### src/bcr_pkg.sv
// shared types and constants of the bus character receiver
`default_nettype none

package bcr_pkg;

  localparam int unsigned WAIT_W = 16;
  localparam int unsigned READS_W = 4;
  localparam int unsigned CFG_IDX_W = 3;
  localparam int unsigned CFG_DATA_W = 16;

  typedef logic [CFG_IDX_W-1:0] cfg_idx_t;

  localparam cfg_idx_t CFG_FIRST_WAIT = 3'd0;
  localparam cfg_idx_t CFG_SECOND_WAIT = 3'd1;
  localparam cfg_idx_t CFG_BIT_WAIT = 3'd2;
  localparam cfg_idx_t CFG_END_TIMEOUT = 3'd3;
  localparam cfg_idx_t CFG_SAMPLE_READS = 3'd4;

  localparam logic [WAIT_W-1:0] FIRST_WAIT_RST = 16'd400;
  localparam logic [WAIT_W-1:0] SECOND_WAIT_RST = 16'd379;
  localparam logic [WAIT_W-1:0] BIT_WAIT_RST = 16'd373;
  localparam logic [WAIT_W-1:0] END_TIMEOUT_RST = 16'd1481;
  localparam logic [READS_W-1:0] SAMPLE_READS_RST = 4'd6;

  localparam logic [5:0] POS_MAX = 6'd63;
  localparam logic [3:0] PARITY_BIT = 4'd8;

  typedef enum logic [1:0] {
    KIND_BYTE   = 2'd0,
    KIND_PARITY = 2'd1,
    KIND_END    = 2'd2
  } result_kind_t;

  typedef enum logic [3:0] {
    PH_IDLE   = 4'b0001,
    PH_WAIT   = 4'b0010,
    PH_AFTER  = 4'b0100,
    PH_SAMPLE = 4'b1000
  } phase_t;

  typedef struct packed {
    result_kind_t result_kind;
    logic [7:0]   data_byte;
    logic [5:0]   byte_index;
    logic [7:0]   checksum;
  } result_t;

  function automatic logic [7:0] reverse8(input logic [7:0] v);
    logic [7:0] r;
    for (int i = 0; i < 8; i++) begin
      r[i] = v[7-i];
    end
    return r;
  endfunction

endpackage

`default_nettype wire

### src/bcr_if.sv
// valid/ready channel interfaces for line samples and results
`default_nettype none

interface bcr_in_if;
  logic valid;
  logic ready;
  logic line_level;

  modport source (output valid, output line_level, input ready);
  modport sink (input valid, input line_level, output ready);
endinterface

interface bcr_out_if;
  logic                 valid;
  logic                 ready;
  bcr_pkg::result_kind_t result_kind;
  logic [7:0]           data_byte;
  logic [5:0]           byte_index;
  logic [7:0]           checksum;

  modport source (output valid, output result_kind, output data_byte,
                  output byte_index, output checksum, input ready);
  modport sink (input valid, input result_kind, input data_byte,
                input byte_index, input checksum, output ready);
endinterface

`default_nettype wire

### src/bus_character_receiver.sv
// bus character receiver: line samples in, bytes, parity errors and telegram ends out
//
//  channel  dir  payload                                        transfer
//  in_if    in   line_level                                     valid & ready
//  out_if   out  result_kind, data_byte, byte_index, checksum   valid & ready
//  cfg_*    in   cfg_index, cfg_wdata                           cfg_we
//
//  one sample per cycle unless stalled; a result shows the cycle after its transfer
//  a single output register; in_if.ready is low only while it holds an untaken result
//  synchronous active-low reset restores register defaults and the idle line state
`default_nettype none

module bus_character_receiver (
  input  wire logic                                    clk,
  input  wire logic                                    rst_n,
  bcr_in_if.sink                                       in_if,
  bcr_out_if.source                                    out_if,
  input  wire logic                                    cfg_we,
  input  wire logic [bcr_pkg::CFG_IDX_W-1:0]           cfg_index,
  input  wire logic [bcr_pkg::CFG_DATA_W-1:0]          cfg_wdata
);

  logic [15:0] first_wait_r, second_wait_r, bit_wait_r, end_timeout_r;
  logic [3:0]  sample_reads_r;

  bcr_pkg::phase_t phase_r, phase_nxt;
  logic [15:0] tick_count_r, tick_count_nxt;
  logic [3:0]  bit_number_r, bit_number_nxt;
  logic [2:0]  read_count_r, read_count_nxt;
  logic        sample_and_r, sample_and_nxt;
  logic [7:0]  shift_value_r, shift_value_nxt;
  logic        parity_acc_r, parity_acc_nxt;
  logic [5:0]  byte_position_r, byte_position_nxt;
  logic [7:0]  running_xor_r, running_xor_nxt;
  logic        last_level_r;

  logic            out_valid_r;
  bcr_pkg::result_t result_r, result_nxt;
  logic            emit;

  logic        fire, level, fall, finish, bit_val;
  logic [15:0] tc_inc, target;
  logic [2:0]  reads_m1;
  logic [7:0]  xor_base, xor_new;

  assign in_if.ready = ~out_valid_r | out_if.ready;
  assign fire        = in_if.valid & in_if.ready;
  assign level       = in_if.line_level;
  assign fall        = last_level_r & ~level;
  assign tc_inc      = (tick_count_r == 16'hFFFF) ? tick_count_r : tick_count_r + 16'd1;

  always_comb begin
    if (sample_reads_r == 4'd0) begin
      reads_m1 = 3'd0;
    end else if (sample_reads_r > 4'd8) begin
      reads_m1 = 3'd7;
    end else begin
      reads_m1 = 3'(sample_reads_r - 4'd1);
    end
  end

  always_comb begin
    if (bit_number_r == 4'd0) begin
      target = first_wait_r;
    end else if (bit_number_r == 4'd1) begin
      target = second_wait_r;
    end else begin
      target = bit_wait_r;
    end
  end

  assign xor_base = (byte_position_r == 6'd0) ? 8'd0 : running_xor_r;
  assign xor_new  = xor_base ^ shift_value_r;

  always_comb begin
    phase_nxt         = phase_r;
    tick_count_nxt    = tick_count_r;
    bit_number_nxt    = bit_number_r;
    read_count_nxt    = read_count_r;
    sample_and_nxt    = sample_and_r;
    shift_value_nxt   = shift_value_r;
    parity_acc_nxt    = parity_acc_r;
    byte_position_nxt = byte_position_r;
    running_xor_nxt   = running_xor_r;
    finish            = 1'b0;
    bit_val           = 1'b0;
    emit              = 1'b0;
    result_nxt        = result_r;

    unique case (phase_r)
      bcr_pkg::PH_IDLE: begin
        if (fall) begin
          phase_nxt       = bcr_pkg::PH_WAIT;
          tick_count_nxt  = 16'd0;
          bit_number_nxt  = 4'd0;
          read_count_nxt  = 3'd0;
          sample_and_nxt  = 1'b1;
          shift_value_nxt = 8'd0;
          parity_acc_nxt  = 1'b0;
        end
      end
      bcr_pkg::PH_AFTER: begin
        if (fall) begin
          phase_nxt       = bcr_pkg::PH_WAIT;
          tick_count_nxt  = 16'd0;
          bit_number_nxt  = 4'd0;
          read_count_nxt  = 3'd0;
          sample_and_nxt  = 1'b1;
          shift_value_nxt = 8'd0;
          parity_acc_nxt  = 1'b0;
        end else if (tc_inc >= end_timeout_r) begin
          emit                   = 1'b1;
          result_nxt.result_kind = bcr_pkg::KIND_END;
          result_nxt.data_byte   = 8'd0;
          result_nxt.byte_index  = byte_position_r;
          result_nxt.checksum    = running_xor_r;
          byte_position_nxt      = 6'd0;
          running_xor_nxt        = 8'd0;
          tick_count_nxt         = 16'd0;
          phase_nxt              = bcr_pkg::PH_IDLE;
        end else begin
          tick_count_nxt = tc_inc;
        end
      end
      bcr_pkg::PH_WAIT: begin
        if (tc_inc >= target) begin
          tick_count_nxt = 16'd0;
          sample_and_nxt = level;
          read_count_nxt = reads_m1;
          if (reads_m1 == 3'd0) begin
            finish  = 1'b1;
            bit_val = level;
          end else begin
            phase_nxt = bcr_pkg::PH_SAMPLE;
          end
        end else begin
          tick_count_nxt = tc_inc;
        end
      end
      bcr_pkg::PH_SAMPLE: begin
        tick_count_nxt = tc_inc;
        sample_and_nxt = sample_and_r & level;
        read_count_nxt = read_count_r - 3'd1;
        if (read_count_r == 3'd1) begin
          finish  = 1'b1;
          bit_val = sample_and_r & level;
        end
      end
      default: begin
        phase_nxt = bcr_pkg::PH_IDLE;
      end
    endcase

    if (finish) begin
      if (bit_number_r < bcr_pkg::PARITY_BIT) begin
        shift_value_nxt = {shift_value_r[6:0], bit_val};
        parity_acc_nxt  = parity_acc_r ^ bit_val;
        bit_number_nxt  = bit_number_r + 4'd1;
        phase_nxt       = bcr_pkg::PH_WAIT;
      end else begin
        phase_nxt      = bcr_pkg::PH_AFTER;
        tick_count_nxt = 16'd0;
        emit           = 1'b1;
        if (bit_val == parity_acc_r) begin
          running_xor_nxt        = xor_new;
          result_nxt.result_kind = bcr_pkg::KIND_BYTE;
          result_nxt.data_byte   = bcr_pkg::reverse8(shift_value_r);
          result_nxt.byte_index  = byte_position_r;
          result_nxt.checksum    = xor_new;
          if (byte_position_r < bcr_pkg::POS_MAX) begin
            byte_position_nxt = byte_position_r + 6'd1;
          end
        end else begin
          result_nxt.result_kind = bcr_pkg::KIND_PARITY;
          result_nxt.data_byte   = 8'hFF;
          result_nxt.byte_index  = byte_position_r;
          result_nxt.checksum    = running_xor_r;
        end
      end
    end
  end

  // configuration registers
  always_ff @(posedge clk) begin
    if (!rst_n) begin
      first_wait_r   <= bcr_pkg::FIRST_WAIT_RST;
      second_wait_r  <= bcr_pkg::SECOND_WAIT_RST;
      bit_wait_r     <= bcr_pkg::BIT_WAIT_RST;
      end_timeout_r  <= bcr_pkg::END_TIMEOUT_RST;
      sample_reads_r <= bcr_pkg::SAMPLE_READS_RST;
    end else if (cfg_we) begin
      unique case (cfg_index)
        bcr_pkg::CFG_FIRST_WAIT:   first_wait_r   <= cfg_wdata;
        bcr_pkg::CFG_SECOND_WAIT:  second_wait_r  <= cfg_wdata;
        bcr_pkg::CFG_BIT_WAIT:     bit_wait_r     <= cfg_wdata;
        bcr_pkg::CFG_END_TIMEOUT:  end_timeout_r  <= cfg_wdata;
        bcr_pkg::CFG_SAMPLE_READS: sample_reads_r <= cfg_wdata[3:0];
        default: ;
      endcase
    end
  end

  // receiver state
  always_ff @(posedge clk) begin
    if (!rst_n) begin
      phase_r         <= bcr_pkg::PH_IDLE;
      tick_count_r    <= 16'd0;
      bit_number_r    <= 4'd0;
      read_count_r    <= 3'd0;
      sample_and_r    <= 1'b1;
      shift_value_r   <= 8'd0;
      parity_acc_r    <= 1'b0;
      byte_position_r <= 6'd0;
      running_xor_r   <= 8'd0;
      last_level_r    <= 1'b1;
    end else if (fire) begin
      phase_r         <= phase_nxt;
      tick_count_r    <= tick_count_nxt;
      bit_number_r    <= bit_number_nxt;
      read_count_r    <= read_count_nxt;
      sample_and_r    <= sample_and_nxt;
      shift_value_r   <= shift_value_nxt;
      parity_acc_r    <= parity_acc_nxt;
      byte_position_r <= byte_position_nxt;
      running_xor_r   <= running_xor_nxt;
      last_level_r    <= level;
    end
  end

  // output register
  always_ff @(posedge clk) begin
    if (!rst_n) begin
      out_valid_r <= 1'b0;
    end else if (fire && emit) begin
      out_valid_r <= 1'b1;
    end else if (out_if.ready) begin
      out_valid_r <= 1'b0;
    end
  end

  always_ff @(posedge clk) begin
    if (fire && emit) begin
      result_r <= result_nxt;
    end
  end

  assign out_if.valid       = out_valid_r;
  assign out_if.result_kind = result_r.result_kind;
  assign out_if.data_byte   = result_r.data_byte;
  assign out_if.byte_index  = result_r.byte_index;
  assign out_if.checksum    = result_r.checksum;

endmodule

`default_nettype wire

### src/flat_wrapper.sv
// flat-port wrapper written by rule: the top's interface ports become plain ports
module bus_character_receiver_flat 
  (clk, rst_n, cfg_we, cfg_index, cfg_wdata, in_if_valid, in_if_line_level, in_if_ready, out_if_valid, out_if_result_kind, out_if_data_byte, out_if_byte_index, out_if_checksum, out_if_ready);
  bcr_in_if in_if_i ();
  bcr_out_if out_if_i ();
  input  wire logic clk;
  input  wire logic rst_n;
  input  wire logic cfg_we;
  input  wire logic [bcr_pkg::CFG_IDX_W-1:0] cfg_index;
  input  wire logic [bcr_pkg::CFG_DATA_W-1:0] cfg_wdata;
  input wire logic [$bits(in_if_i.valid)-1:0] in_if_valid;
  input wire logic [$bits(in_if_i.line_level)-1:0] in_if_line_level;
  output wire logic [$bits(in_if_i.ready)-1:0] in_if_ready;
  output wire logic [$bits(out_if_i.valid)-1:0] out_if_valid;
  output wire logic [$bits(out_if_i.result_kind)-1:0] out_if_result_kind;
  output wire logic [$bits(out_if_i.data_byte)-1:0] out_if_data_byte;
  output wire logic [$bits(out_if_i.byte_index)-1:0] out_if_byte_index;
  output wire logic [$bits(out_if_i.checksum)-1:0] out_if_checksum;
  input wire logic [$bits(out_if_i.ready)-1:0] out_if_ready;
  assign in_if_i.valid = in_if_valid;
  assign in_if_i.line_level = in_if_line_level;
  assign in_if_ready = in_if_i.ready;
  assign out_if_valid = out_if_i.valid;
  assign out_if_result_kind = out_if_i.result_kind;
  assign out_if_data_byte = out_if_i.data_byte;
  assign out_if_byte_index = out_if_i.byte_index;
  assign out_if_checksum = out_if_i.checksum;
  assign out_if_i.ready = out_if_ready;
  bus_character_receiver u_core (.clk(clk), .rst_n(rst_n), .in_if(in_if_i), .out_if(out_if_i), .cfg_we(cfg_we), .cfg_index(cfg_index), .cfg_wdata(cfg_wdata));
endmodule
### config.mk
export PLATFORM = sky130hd
export DESIGN_NAME = bus_character_receiver_flat
export DESIGN_NICKNAME = d
export VERILOG_FILES = /design/src/bcr_pkg.sv /design/src/bcr_if.sv /design/src/bus_character_receiver.sv /design/src/flat_wrapper.sv
export SDC_FILE = /design/constraint.sdc
export NUM_CORES = 1
export LEC_CHECK = 0
export BUFFER_PORTS_ARGS = -buffer_cell sky130_fd_sc_hd__buf_2
export CORE_MARGIN = 3
export CORE_UTILIZATION = 55
export CTS_BUF_LIST = sky130_fd_sc_hd__clkbuf_16
export CTS_CLUSTER_DIAMETER = 60
export CTS_CLUSTER_SIZE = 14
export DETAILED_ROUTE_END_ITERATION = 10
export HOLD_SLACK_MARGIN = 0.06
export PLACE_DENSITY = 0.77
export SETUP_SLACK_MARGIN = 0.4
export SYNTH_ARGS = -nofsm -noshare
export SYNTH_HDL_FRONTEND = slang
export SYNTH_SLANG_ARGS = --single-unit
### constraint.sdc
create_clock -name clk -period 5.7 [get_ports clk]
set_input_delay 0.855 -clock clk [delete_from_list [all_inputs] [get_ports clk]]
set_output_delay 0.855 -clock clk [all_outputs]
set_load 0.005 [all_outputs]
Word level (Yosys, flattened, before mapping)
Cells that the tools add are included.

Reductions and logical operators: 16. Muxes and demuxes: 73. Equality and inequality tests: 19. Order comparisons: 5. Bitwise operators: 8. Add/sub/neg operators: 5.

Operators with widths (number): 16-bit two-way mux (9); 24-bit two-way mux (5); 8-bit two-way mux (11); 16-bit case mux with 4 select lines (1); 6-bit two-way mux (7); 4-bit two-way mux (10); 16-bit greater-or-equal comparator (2); 23-bit two-way mux (1); 1-bit two-way mux (19); 16-bit by 1-bit adder with 16-bit output, second input constant (1); 16-bit equality test, second input constant (1); 4-bit case mux with 4 select lines (1); 3-bit two-way mux (5); 2-bit AND reduction (5); 3-bit case mux with 3 select lines (1); 4-bit by 1-bit equality test with 1-bit output, second input constant (2); 4-bit zero test (2); 8-bit XOR (1); 6-bit by 1-bit adder with 6-bit output, second input constant (1); 3-bit by 1-bit equality test with 1-bit output, second input constant (2); 3-bit by 2-bit equality test with 1-bit output, second input constant (2); 3-bit zero test (2); 6-bit zero test (1); 6-bit < comparator, second input constant (1); other kinds (25) (33).

Output and inout bits: 26. Logic and storage cells: 146. Flip-flop bits (word level): 145. Input bits: 25.

Logic depth before layout (Yosys ltp)
Gate-level depths: netlist of run 1.

Word-level depth: 11. Gate-level depth with buffers: 18. Gate-level depth less buffers: 16.

Least setup slack after synthesis of run 1
No wires, ideal clock.

Kind: register to register. From: reg u_core.bit_number_r[0]. To: reg u_core.result_r, in the netlist u_core.out_if.byte_index[0], enable pin. Library setup time: 0.405 ns. Data required time: 5.295 ns. Arrival: 4.826 ns. Clock period less this slack: 5.231 ns. Slack: 0.469 ns. Path buffers: 3. Stages on the path, launching flop included: 16. Cells stage by stage: dfxtp_1 ha_1 nor3b_1 buf_1 clkbuf_1 mux2i_1 nor2_1 a21oi_1 ha_1 nand4_1 or3_1 or4_4 a31oi_2 a21oi_2 clkbuf_1 nor2_1.

Longest elaborated chain between the ends: 8. Elaborated cells on any way between the ends: 11. Classes of those cells: 2 x order compare; 1 x eq/ne; 6 x mux; 2 x reduce/logical.

RTL lines: start, declared (RTL line bus_character_receiver.sv:28) `logic [3:0] bit_number_r, bit_number_nxt;`; start signal, assigned (RTL line bus_character_receiver.sv:219) `bit_number_r <= bit_number_nxt;`; 4-bit by 1-bit equality test with 1-bit output (RTL line bus_character_receiver.sv:65) `end else if (bit_number_r == 4'd1) begin`; 16-bit two-way mux (RTL line bus_character_receiver.sv:65); 16-bit two-way mux (RTL line bus_character_receiver.sv:63) `if (bit_number_r == 4'd0) begin`; 16-bit greater-or-equal comparator (RTL line bus_character_receiver.sv:126) `if (tc_inc >= target) begin`; 1-bit two-way mux (RTL line bus_character_receiver.sv:126); 1-bit case mux with 2 select lines (RTL line bus_character_receiver.sv:90) `unique case (phase_r)`; 1-bit two-way mux (*) (RTL line bus_character_receiver.sv:154) `if (finish) begin`; 1-bit logical AND (*) (RTL line bus_character_receiver.sv:242) `if (fire && emit) begin`; end signal, assigned (RTL line bus_character_receiver.sv:243) `result_r <= result_nxt;`; end, declared (RTL line bus_character_receiver.sv:38) `bcr_pkg::result_t result_r, result_nxt;`.

Mark *: on every way between the ends. The rest lies on a longest branch, timed or not. A chain may end at the register's enable or synchronous reset.

Worst setup path in the final report of run 1
From: reg u_core.tick_count_r[3]. To: reg u_core.result_r, in the netlist u_core.out_if.data_byte[5], enable pin.

Longest elaborated chain between the ends: 9. Elaborated cells on any way between the ends: 13. Classes of those cells: 1 x add/sub; 2 x order compare; 1 x eq/ne; 8 x mux; 1 x reduce/logical.

RTL lines: start, declared (RTL line bus_character_receiver.sv:27) `logic [15:0] tick_count_r, tick_count_nxt;`; start signal, assigned (RTL line bus_character_receiver.sv:218) `tick_count_r <= tick_count_nxt;`; 16-bit by 1-bit adder with 16-bit output or 16-bit equality test (tied branches) (RTL line bus_character_receiver.sv:50) `assign tc_inc = (tick_count_r == 16'hFFFF) ? tick_count_r : tick_count_r + 16'd1;`; 16-bit two-way mux (*) (RTL line bus_character_receiver.sv:50); 16-bit greater-or-equal comparator (RTL line bus_character_receiver.sv:111) `end else if (tc_inc >= end_timeout_r) begin`; 1-bit two-way mux (RTL line bus_character_receiver.sv:111); 1-bit two-way mux (RTL line bus_character_receiver.sv:103) `if (fall) begin`; 1-bit two-way mux (RTL line bus_character_receiver.sv:90); 1-bit two-way mux (RTL line bus_character_receiver.sv:155) `if (bit_number_r < bcr_pkg::PARITY_BIT) begin`; 1-bit two-way mux (*) (RTL line bus_character_receiver.sv:154); 1-bit logical AND (*) (RTL line bus_character_receiver.sv:242).

Marks and branches as above.

==> results of run 1 <==
routing by layer:
layer / vias up / wire, um / GRT usage
met1: 2903 / 8280 / 0.322
met4: 0 / 306 / 0.0761
li1: 3210 / - / -
met2: 160 / 7780 / 0.365
met3: 26 / 859 / 0.0467
met5: - / 0 / 0
area by class of cell:
cell class	instances	share of cell area
Clock inverter	14	0.0161
Sequential cell	145	0.370
Multi-Input combinational cell	651	0.478
Inverter	47	0.0208
Timing Repair Buffer	57	0.0357
Clock buffer	18	0.0531
Tap cell	176	0.0259
how the worst max path moves through the flow:
stage                                   startpoint                               endpoint  slack [ns]  depth (start not counted)
6_report       u_core.tick_count_r[3]$_SDFFE_PN0P_   u_core.out_if.data_byte[5]$_DFFE_PP_        0.79                         14
5_1_grt        u_core.tick_count_r[3]$_SDFFE_PN0P_   u_core.out_if.data_byte[3]$_DFFE_PP_        0.43                         14
4_1_cts        u_core.tick_count_r[3]$_SDFFE_PN0P_   u_core.out_if.data_byte[3]$_DFFE_PP_        0.71                         14
3_5_place_dp   u_core.tick_count_r[3]$_SDFFE_PN0P_   u_core.out_if.data_byte[6]$_DFFE_PP_        0.80                         14
3_3_place_gp   u_core.tick_count_r[3]$_SDFFE_PN0P_   u_core.out_if.data_byte[5]$_DFFE_PP_        0.89                         14
2_1_floorplan  u_core.bit_number_r[0]$_SDFFE_PN0P_  u_core.out_if.byte_index[0]$_DFFE_PP_        0.47                         15
through the flow:
step / setup slack, ns / total power [W] / cell area [um2]
6_report: 0.793 / 0.00233 / 8490
5_1_grt: 0.431 / 0.00241 / 8490
4_1_cts: 0.708 / 0.00234 / 8480
3_5_place_dp: 0.798 / 0.00124 / 7900
3_3_place_gp: 0.894 / 0.00124 / 7900
2_1_floorplan: 0.469 / 0.00119 / 7540
power by group through the flow:
stage               combinational (W)  clock (W)  sequential (W)
CTS                          0.000154    0.00112         0.00107
global route                 0.000176    0.00116         0.00107
global placement             0.000150          0         0.00109
floorplan                    0.000108          0         0.00109
finish                       0.000154    0.00111         0.00107
detailed placement           0.000152          0         0.00109
worst reg2reg max path: stages (launching register included):
cell and delay (ns):
sky130_fd_sc_hd__dfxtp_1 0.44, sky130_fd_sc_hd__and4_1 0.29, sky130_fd_sc_hd__nand3_1 0.18, sky130_fd_sc_hd__or3_1 0.48, sky130_fd_sc_hd__and2_1 0.24, sky130_fd_sc_hd__nand3_1 0.12
sky130_fd_sc_hd__xnor2_1 0.11, sky130_fd_sc_hd__ha_1 0.31, sky130_fd_sc_hd__nand2_1 0.06, sky130_fd_sc_hd__or3_1 0.41, sky130_fd_sc_hd__or4_4 0.60, sky130_fd_sc_hd__a31oi_2 0.53
sky130_fd_sc_hd__a21oi_2 0.29, sky130_fd_sc_hd__nor2_2 0.17, sky130_fd_sc_hd__buf_4 0.33
registers in the layout (all words and copies together), names as in the netlist:
name and count:
u_core.shift_value_r 8, u_core.out_if.result_kind 2, u_core.out_if.data_byte 8, u_core.first_wait_r 16, u_core.out_if.checksum 8, u_core.running_xor_r 8, u_core.read_count_r 3, u_core.byte_position_r 6
u_core.bit_wait_r 16, u_core.bit_number_r 4, u_core.second_wait_r 16, u_core.parity_acc_r 1, u_core.sample_reads_r 4, u_core.sample_and_r 1, u_core.out_if.byte_index 6, u_core.end_timeout_r 16
u_core.last_level_r 1, u_core.phase_r 4, u_core.out_if.valid 1, u_core.tick_count_r 16
layout by cell type, fill, tap and decap left out, drive strengths merged, types with 7 or more instances in the layout:
master / count
edfxtp: 24
nand2b: 7
buf: 57
inv: 51
a222oi: 8
xnor2: 8
dfxtp: 121
ha: 41
xor2: 13
mux2i: 20
mux2: 7
nor3: 8
nand4: 7
o21ai: 27
clkinv: 8
a22o: 11
nor3b: 7
o2bb2ai: 8
o211ai: 11
nor2: 60
nand2: 175
a21oi: 95
a32o: 8
nand3: 40
clkbuf: 18
cells in the mapped netlist, drive strengths merged (13+ instances only):
master | number | area, um2
nand2 | 175 | 664
dfxtp | 121 | 2420
a21oi | 95 | 479
nor2 | 60 | 225
inv | 47 | 176
ha | 41 | 513
nand3 | 40 | 200
clkbuf | 37 | 139
o21ai | 27 | 143
edfxtp | 24 | 721
mux2i | 20 | 200
xor2 | 13 | 114
repair_timing:
item	4_1_cts	5_1_grt
setup endpoints to repair	0	25
setup buffers	0	0
gates resized for setup	0	1
cell families (layout without fill, tap and decap cells):
logic type / after synthesis / count (layout) / share of synthesized area
flip-flops: 145 / 145 / 0.417
adder cells (fa/ha/maj): 43 / 43 / 0.0707
XOR/XNOR: 21 / 21 / 0.0244
multiplexers: 27 / 27 / 0.0370
AO/OA/AOI/OAI: 210 / 210 / 0.189
AND/OR/NAND/NOR: 350 / 350 / 0.214
buffers and inverters: 92 / 136 / 0.0483
==> results.txt, run 1 <==
* Instance count of the mapped netlist: 888
- The initial antenna violation count is 0.
* DP Wirelength: 12.0 mm
* Final cell utilization of the core: 0.636
- Fmax: a little over 200 MHz
- At the worst endpoint, the arrival time is approximately 5.0 ns.
- Row Count: 42
- Count of H-tree levels built during CTS: 4
- Summing all multi-input logic gate instances after layout gives around 0.0041 mm2.
- The die covers 0.0152 mm2.
* Worst hold margin: 0.452 ns
- Portion of the post-synthesis area used by sequential elements: 0.417
- Post-route setup TNS: 0 ns
- In this run the static leakage power is 3.23 nW.
* CTS Root Buffer Type: sky130_fd_sc_hd__clkbuf_16
* Inserted Clock Buffers: 17
- Number of violations reported at the end of detailed-routing iteration 0: around 480
- For this design the ratio of total power to cell area is 274 mW/mm2.
* P&R area growth vs syn: 12.5%
- DRC viols: 0
* Asr flop ratio synth: 0
* WL per Instance: roughly 16 um
- Global-route total usage across every layer: 0.232
- Cells along the critical path: and4_1, nand3_1, or3_1, and2_1, nand3_1, xnor2_1, ha_1, nand2_1, or3_1, or4_4, a31oi_2, a21oi_2, nor2_2, buf_4
- Critical path buffers and inverters: 1
- Storage element area: 0.00314 mm2
- TritonCTS built the clock tree.
- Pins over their slew limit: 0
* Wirelength, routed: 17.2 mm
* Overall overflow remaining after global route: 0
- At the end of routability-driven placement, the weighted congestion stood at 0.890.
- After synthesis the netlist holds a flip-flop and latch count of ~150.
* Summed instance area of the synthesized netlist: 0.00754 mm2
* Reported net switching power: around 0.00055 W
* Nature of the critical path endpoint: register
- In this run the count of I/O pins placed on the die edge is 51.
* Slew HR: 0.295
* Origin of the worst min-delay path: u_core.end_timeout_r[12]$_SDFFE_PN0P_
* Critical path peak fanout: 24
- Via density per instance: ~5.7
* Post-route fraction of the period consumed by the critical path: 0.861
- Final cell count without fillers: ~1100
* Number of max-cap violations: 0
- During placement, the flow inserted port buffers numbering 50.
- In this run the vertical extent of the chip is 123 um.
- In the final layout, the share of cells above drive strength 1 is 0.127.
* Final-report hold violation count: 0
- The detailed router placed 6299 vias in this run.
- Clock tree sinks: 145
* Family with the most delay on the worst path: simple AND/OR/NAND/NOR gates
* Proportion of power drawn by flip-flops and latches: 0.459
- Average footprint of a synthesized cell: 8.49 um2
* CTS clock-pin slew for the worst setup and hold paths: ~0.060 ns
* Cell total after placement: 1076
* Maximum single-stage delay on the critical path: 0.60 ns
- The number of global-route vias before repair was 5719.
- The worst register-to-register path has a setup slack of 0.79 ns.
- Setup repair after global routing left no endpoint under its margin.
- The region available for standard cell placement spans 0.0133 mm2.
- Clock network latency to the later pin of the worst-skew pair: 0.42 ns
- Time the worst path needs with I/O delays and setup: 4.91 ns
- For the worst setup path, the data required time is 5.79 ns.
- Of the total power, the clock network draws 0.474.
- For this run, the number of Yosys warnings is 0.
- Pin count of the biggest net entering global routing: 59
- Of the total power, combinational logic draws 0.066.
* Status: completed
- Critical-path cell with the highest stage delay: sky130_fd_sc_hd__or4_4
- The longest clock path from root to sink contains 2 buffers.
* Total Nets Final: 985
- Of the total power, the share spent switching nets is 0.236.
- Maximum ir drop on the vdd rail: ~250 uV
- Drt pass-1 iters: 5
- Final clock skew: 0.00799 ns
* Fillers: 1186
- Worst hold path cell count: 2
* Worst Reg-to-Reg Cells: 14
- # hold bufs at CTS: 0
- The critical path is of the register to register type.
- Setup violations remaining at the end of the flow were counted as 0.
- Pin slew with the least headroom to its limit: 1.05 ns
- Post-route ant nets: 0
- In this run the worst hold path is classified as register to register.
- The number of nets in the synthesized netlist is about 950.
- Number of diodes added for antenna fixing: 0
* Starting Density: 0.565
- The worst hold path terminates at u_core.end_timeout_r[12]$_SDFFE_PN0P_.
- The die is 123 um wide.
- Number of flops mapped to enable cells by yosys: 24
* Wire length of the first global-routing pass: ~28 mm
- The worst setup path is launched from a register.
- The startpoint identified for the worst register-to-register timing path is u_core.tick_count_r[3]$_SDFFE_PN0P_.
- Synthesis instantiated 73 different standard cells from the library.
- The endpoint identified for the worst register-to-register timing path is u_core.out_if.data_byte[5]$_DFFE_PP_.
- The internal power of the cells totals 0.00178 W.
- Synth Flop Type: sky130_fd_sc_hd__dfxtp_1
Power figures use the tool's default switching activity.
==> run 2: changes to the inputs <==
Settings changed: RECOVER_POWER set to 100.
==> run 2 against run 1 <==
The flow now finishes with violations (capacitance limit, slew limit). Setup slack worse by 0.11 ns. Combinational power about the same. Non-clock buffer count unchanged. Highest routed layer unchanged. Via count up 0.52%. Critical path depth unchanged. Clock-buffer cell count unchanged.
==> results.txt, run 2 (synthesis gave the netlist of run 1 again) <==
* Die span in y: 123 um (unchanged)
* Fmax: 199 MHz (-2.2%)
- Final cell utilization of the core: 0.631 (-0.00516)
* Clock tree from TritonCTS: built
- Status: finished, violations left
- The post-place instance area is 0.00790 mm2 (unchanged).
- The cell depth of the worst hold path came to 2 (unchanged).
- The number of setup violations in the final report is 0 (unchanged).
- The depth of the worst register-to-register path is 14 (unchanged).
- Area of the multi-input gates: 0.00403 mm2 (-0.71%)
* Critical path peak fanout: 15 (-38%)
- Post-placement setup slack: 0.798 ns (unchanged)
* Clock network latency to the later pin of the worst-skew pair: 0.42 ns (about the same)
- The worst setup path is launched from a register.
- The largest net degree at the start of global routing is 59 (unchanged).
- The number of nets at the end of the flow is 985 (unchanged).
- The cell leakage power is 3.15 nW (-2.4%).
- The power per cell area was 277 mW/mm2 (+0.81%).
* CTS Root Buffer Type: sky130_fd_sc_hd__clkbuf_16
- The antenna diode count came to 0 (unchanged).
- The max-slew violation count is 110 (+110).
- In this run the critical register-to-register path is launched from u_core.tick_count_r[3]$_SDFFE_PN0P_.
- The count of port buffers added during placement is 50 (unchanged).
* CP required: 5.83 ns (+0.04 ns)
* Fillers: 1204 (+1.5%)
- The peak ir drop on the vdd network is 248 uV (-0.18%).
- Inserted Clock Buffers: 17 (unchanged)
* Global-route total usage across every layer: 0.232 (unchanged)
* Most common cell after layout, fill and taps aside: sky130_fd_sc_hd__nand2_1
- Overall overflow remaining after global route: 0 (unchanged)
- Post-route fraction of the period consumed by the critical path: 0.880 (+0.0195)
- Nature of the critical path endpoint: register
- Post-CTS setup buffer count: 0 (unchanged)
- The final standard cell area without fillers came to 0.00842 mm2 (-0.81%).
- The iteration count of the initial detailed-routing pass came to 5 (unchanged).
- Maximum buffer depth of the clock tree: 2 (unchanged)
- Slew HR: -0.874 (-1.17)
* Via density per instance: 5.71 (+0.52%)
* End point of the most critical hold path: u_core.end_timeout_r[12]$_SDFFE_PN0P_
- The arrival time at the worst endpoint was 5.15 ns (+0.16 ns).
- The share of final-layout standard cells stronger than drive strength 1 came to 0.0966 (-0.0300).
* Number of top-level pins: 51 (unchanged)
- Worst setup slack for register-to-register paths: 0.68 ns (-0.11 ns)
* DP Wirelength: 12.0 mm (unchanged)
- The final wirelength came to 17.2 mm (about the same).
- The cts-stage hold buffer count is 0 (unchanged).
- Row Count: 42 (unchanged)
- The post-cts resize count is 0 (unchanged).
- Most used cells in the layout excluding fill and tap cells: 174 x sky130_fd_sc_hd__nand2_1, 121 x sky130_fd_sc_hd__dfxtp_1, 94 x sky130_fd_sc_hd__a21oi_1
- The shortest period the worst path allows was 5.02 ns (+0.111 ns).
- The total area of sequential cells was 0.00314 mm2 (unchanged).
- The first-pass GRT wire length was 28.0 mm (unchanged).
- The total via count after detailed routing came to 6332 (+0.52%).
- Die Wd: 123 um (unchanged)
- The initial core utilization came to 0.565 (unchanged).
- Initial antenna violation count: 0 (unchanged)
- Origin of the worst min-delay path: u_core.end_timeout_r[12]$_SDFFE_PN0P_
- The final routed wire length divided by cell count is 15.6 um (about the same).
* Count of H-tree levels built during CTS: 4 (unchanged)
* Reg-to-reg endpoint: u_core.out_if.checksum[5]$_DFFE_PP_
- Setup repair after global routing missed its margin: false
- Post-route ant nets: 0 (unchanged)
- The measured slew at the worst slew-check pin came to 2.81 ns (+1.76 ns).
- P&R area growth vs syn: 11.6%
- Clock tree sinks: 145 (unchanged)
- CTS clock-pin slew for the worst setup and hold paths: 0.06 ns (about the same)
- The final routed DRC violation total was 0 (unchanged).
- Final clock skew: 0.00821 ns (+0.000226 ns)
- The weighted congestion reported at the end of routability-driven placement was 0.890 (unchanged).
- Post-route setup TNS: 0 ns (unchanged)
* Die Footprint: 0.0152 mm2 (unchanged)
- The detailed router's first-iteration violation count came to 509 (+6.5%).
- The post-layout worst setup margin is 0.682 ns (-0.111 ns).
- The number of max-capacitance violations reported came to 2 (+2).
- The final number of hold-violating endpoints is 0 (unchanged).
- The number of global-route vias before repair was 5719 (unchanged).
- The area of the core came to 0.0133 mm2 (unchanged).
- The worst hold path belongs to the class register to register.
- Category of the critical setup timing path: register to register
- Violated checks: capacitance limit, slew limit
[run 2: through the flow]
step | cells | power, W | hold slack (ns)
detailed placement | 1076 | 0.00124 | 0.446
global route | 1108 | 0.00241 | 0.467
global placement | 1076 | 0.00124 | 0.442
finish | 1108 | 0.00233 | 0.452
floorplan | 888 | 0.00119 | 0.436
CTS | 1108 | 0.00234 | 0.455
[run 2: where the power goes]
| group | switching (W) | internal [W] |
|---|---|---|
| sequential | 0.0000138 | 0.00106 |
| combinational | 0.0000988 | 0.0000546 |
| clock | 0.000438 | 0.000668 |
[run 2: metal layers]
metal,track usage,share of wire
met3,0.0467,0.052
met2,0.365,0.45
met4,0.0761,0.017
met5,0,0
met1,0.322,0.48
[run 2: critical path, cell delays in order, from the launching register on]
cell	delay, ns
sky130_fd_sc_hd__dfxtp_1	0.44
sky130_fd_sc_hd__and4_1	0.29
sky130_fd_sc_hd__nand3_1	0.18
sky130_fd_sc_hd__or3_1	0.48
sky130_fd_sc_hd__and2_0	0.27
sky130_fd_sc_hd__nand3_1	0.14
sky130_fd_sc_hd__xnor2_1	0.11
sky130_fd_sc_hd__ha_1	0.31
sky130_fd_sc_hd__nand2_1	0.06
sky130_fd_sc_hd__or3_1	0.40
sky130_fd_sc_hd__or4_1	0.64
sky130_fd_sc_hd__a32oi_1	0.50
sky130_fd_sc_hd__nand2_4	0.21
sky130_fd_sc_hd__nor2_1	0.50
sky130_fd_sc_hd__a222oi_1	0.20
[run 2: area by class of cell]
| cell class | instances | share of cell area |
|---|---|---|
| multi-input cells | 651 | 0.479 |
| flip-flops and latches | 145 | 0.373 |
| clock buffers | 18 | 0.0535 |
| repair buffers | 57 | 0.0312 |
| well taps | 176 | 0.0262 |
| inverters | 47 | 0.0210 |
| clock inverters | 14 | 0.0162 |
[run 2: how the worst max path moves through the flow]
| stage | to | slack, ns | from | cells after the start |
|---|---|---|---|---|
| final | u_core.out_if.checksum[5]$_DFFE_PP_ | 0.68 | u_core.tick_count_r[3]$_SDFFE_PN0P_ | 14 |
| after global routing | u_core.out_if.data_byte[3]$_DFFE_PP_ | 0.36 | u_core.tick_count_r[3]$_SDFFE_PN0P_ | 14 |
| after CTS | u_core.out_if.data_byte[3]$_DFFE_PP_ | 0.71 | u_core.tick_count_r[3]$_SDFFE_PN0P_ | 14 |
| after detailed placement | u_core.out_if.data_byte[6]$_DFFE_PP_ | 0.80 | u_core.tick_count_r[3]$_SDFFE_PN0P_ | 14 |
| after global placement | u_core.out_if.data_byte[5]$_DFFE_PP_ | 0.89 | u_core.tick_count_r[3]$_SDFFE_PN0P_ | 14 |
| after floorplan | u_core.out_if.byte_index[0]$_DFFE_PP_ | 0.47 | u_core.bit_number_r[0]$_SDFFE_PN0P_ | 15 |
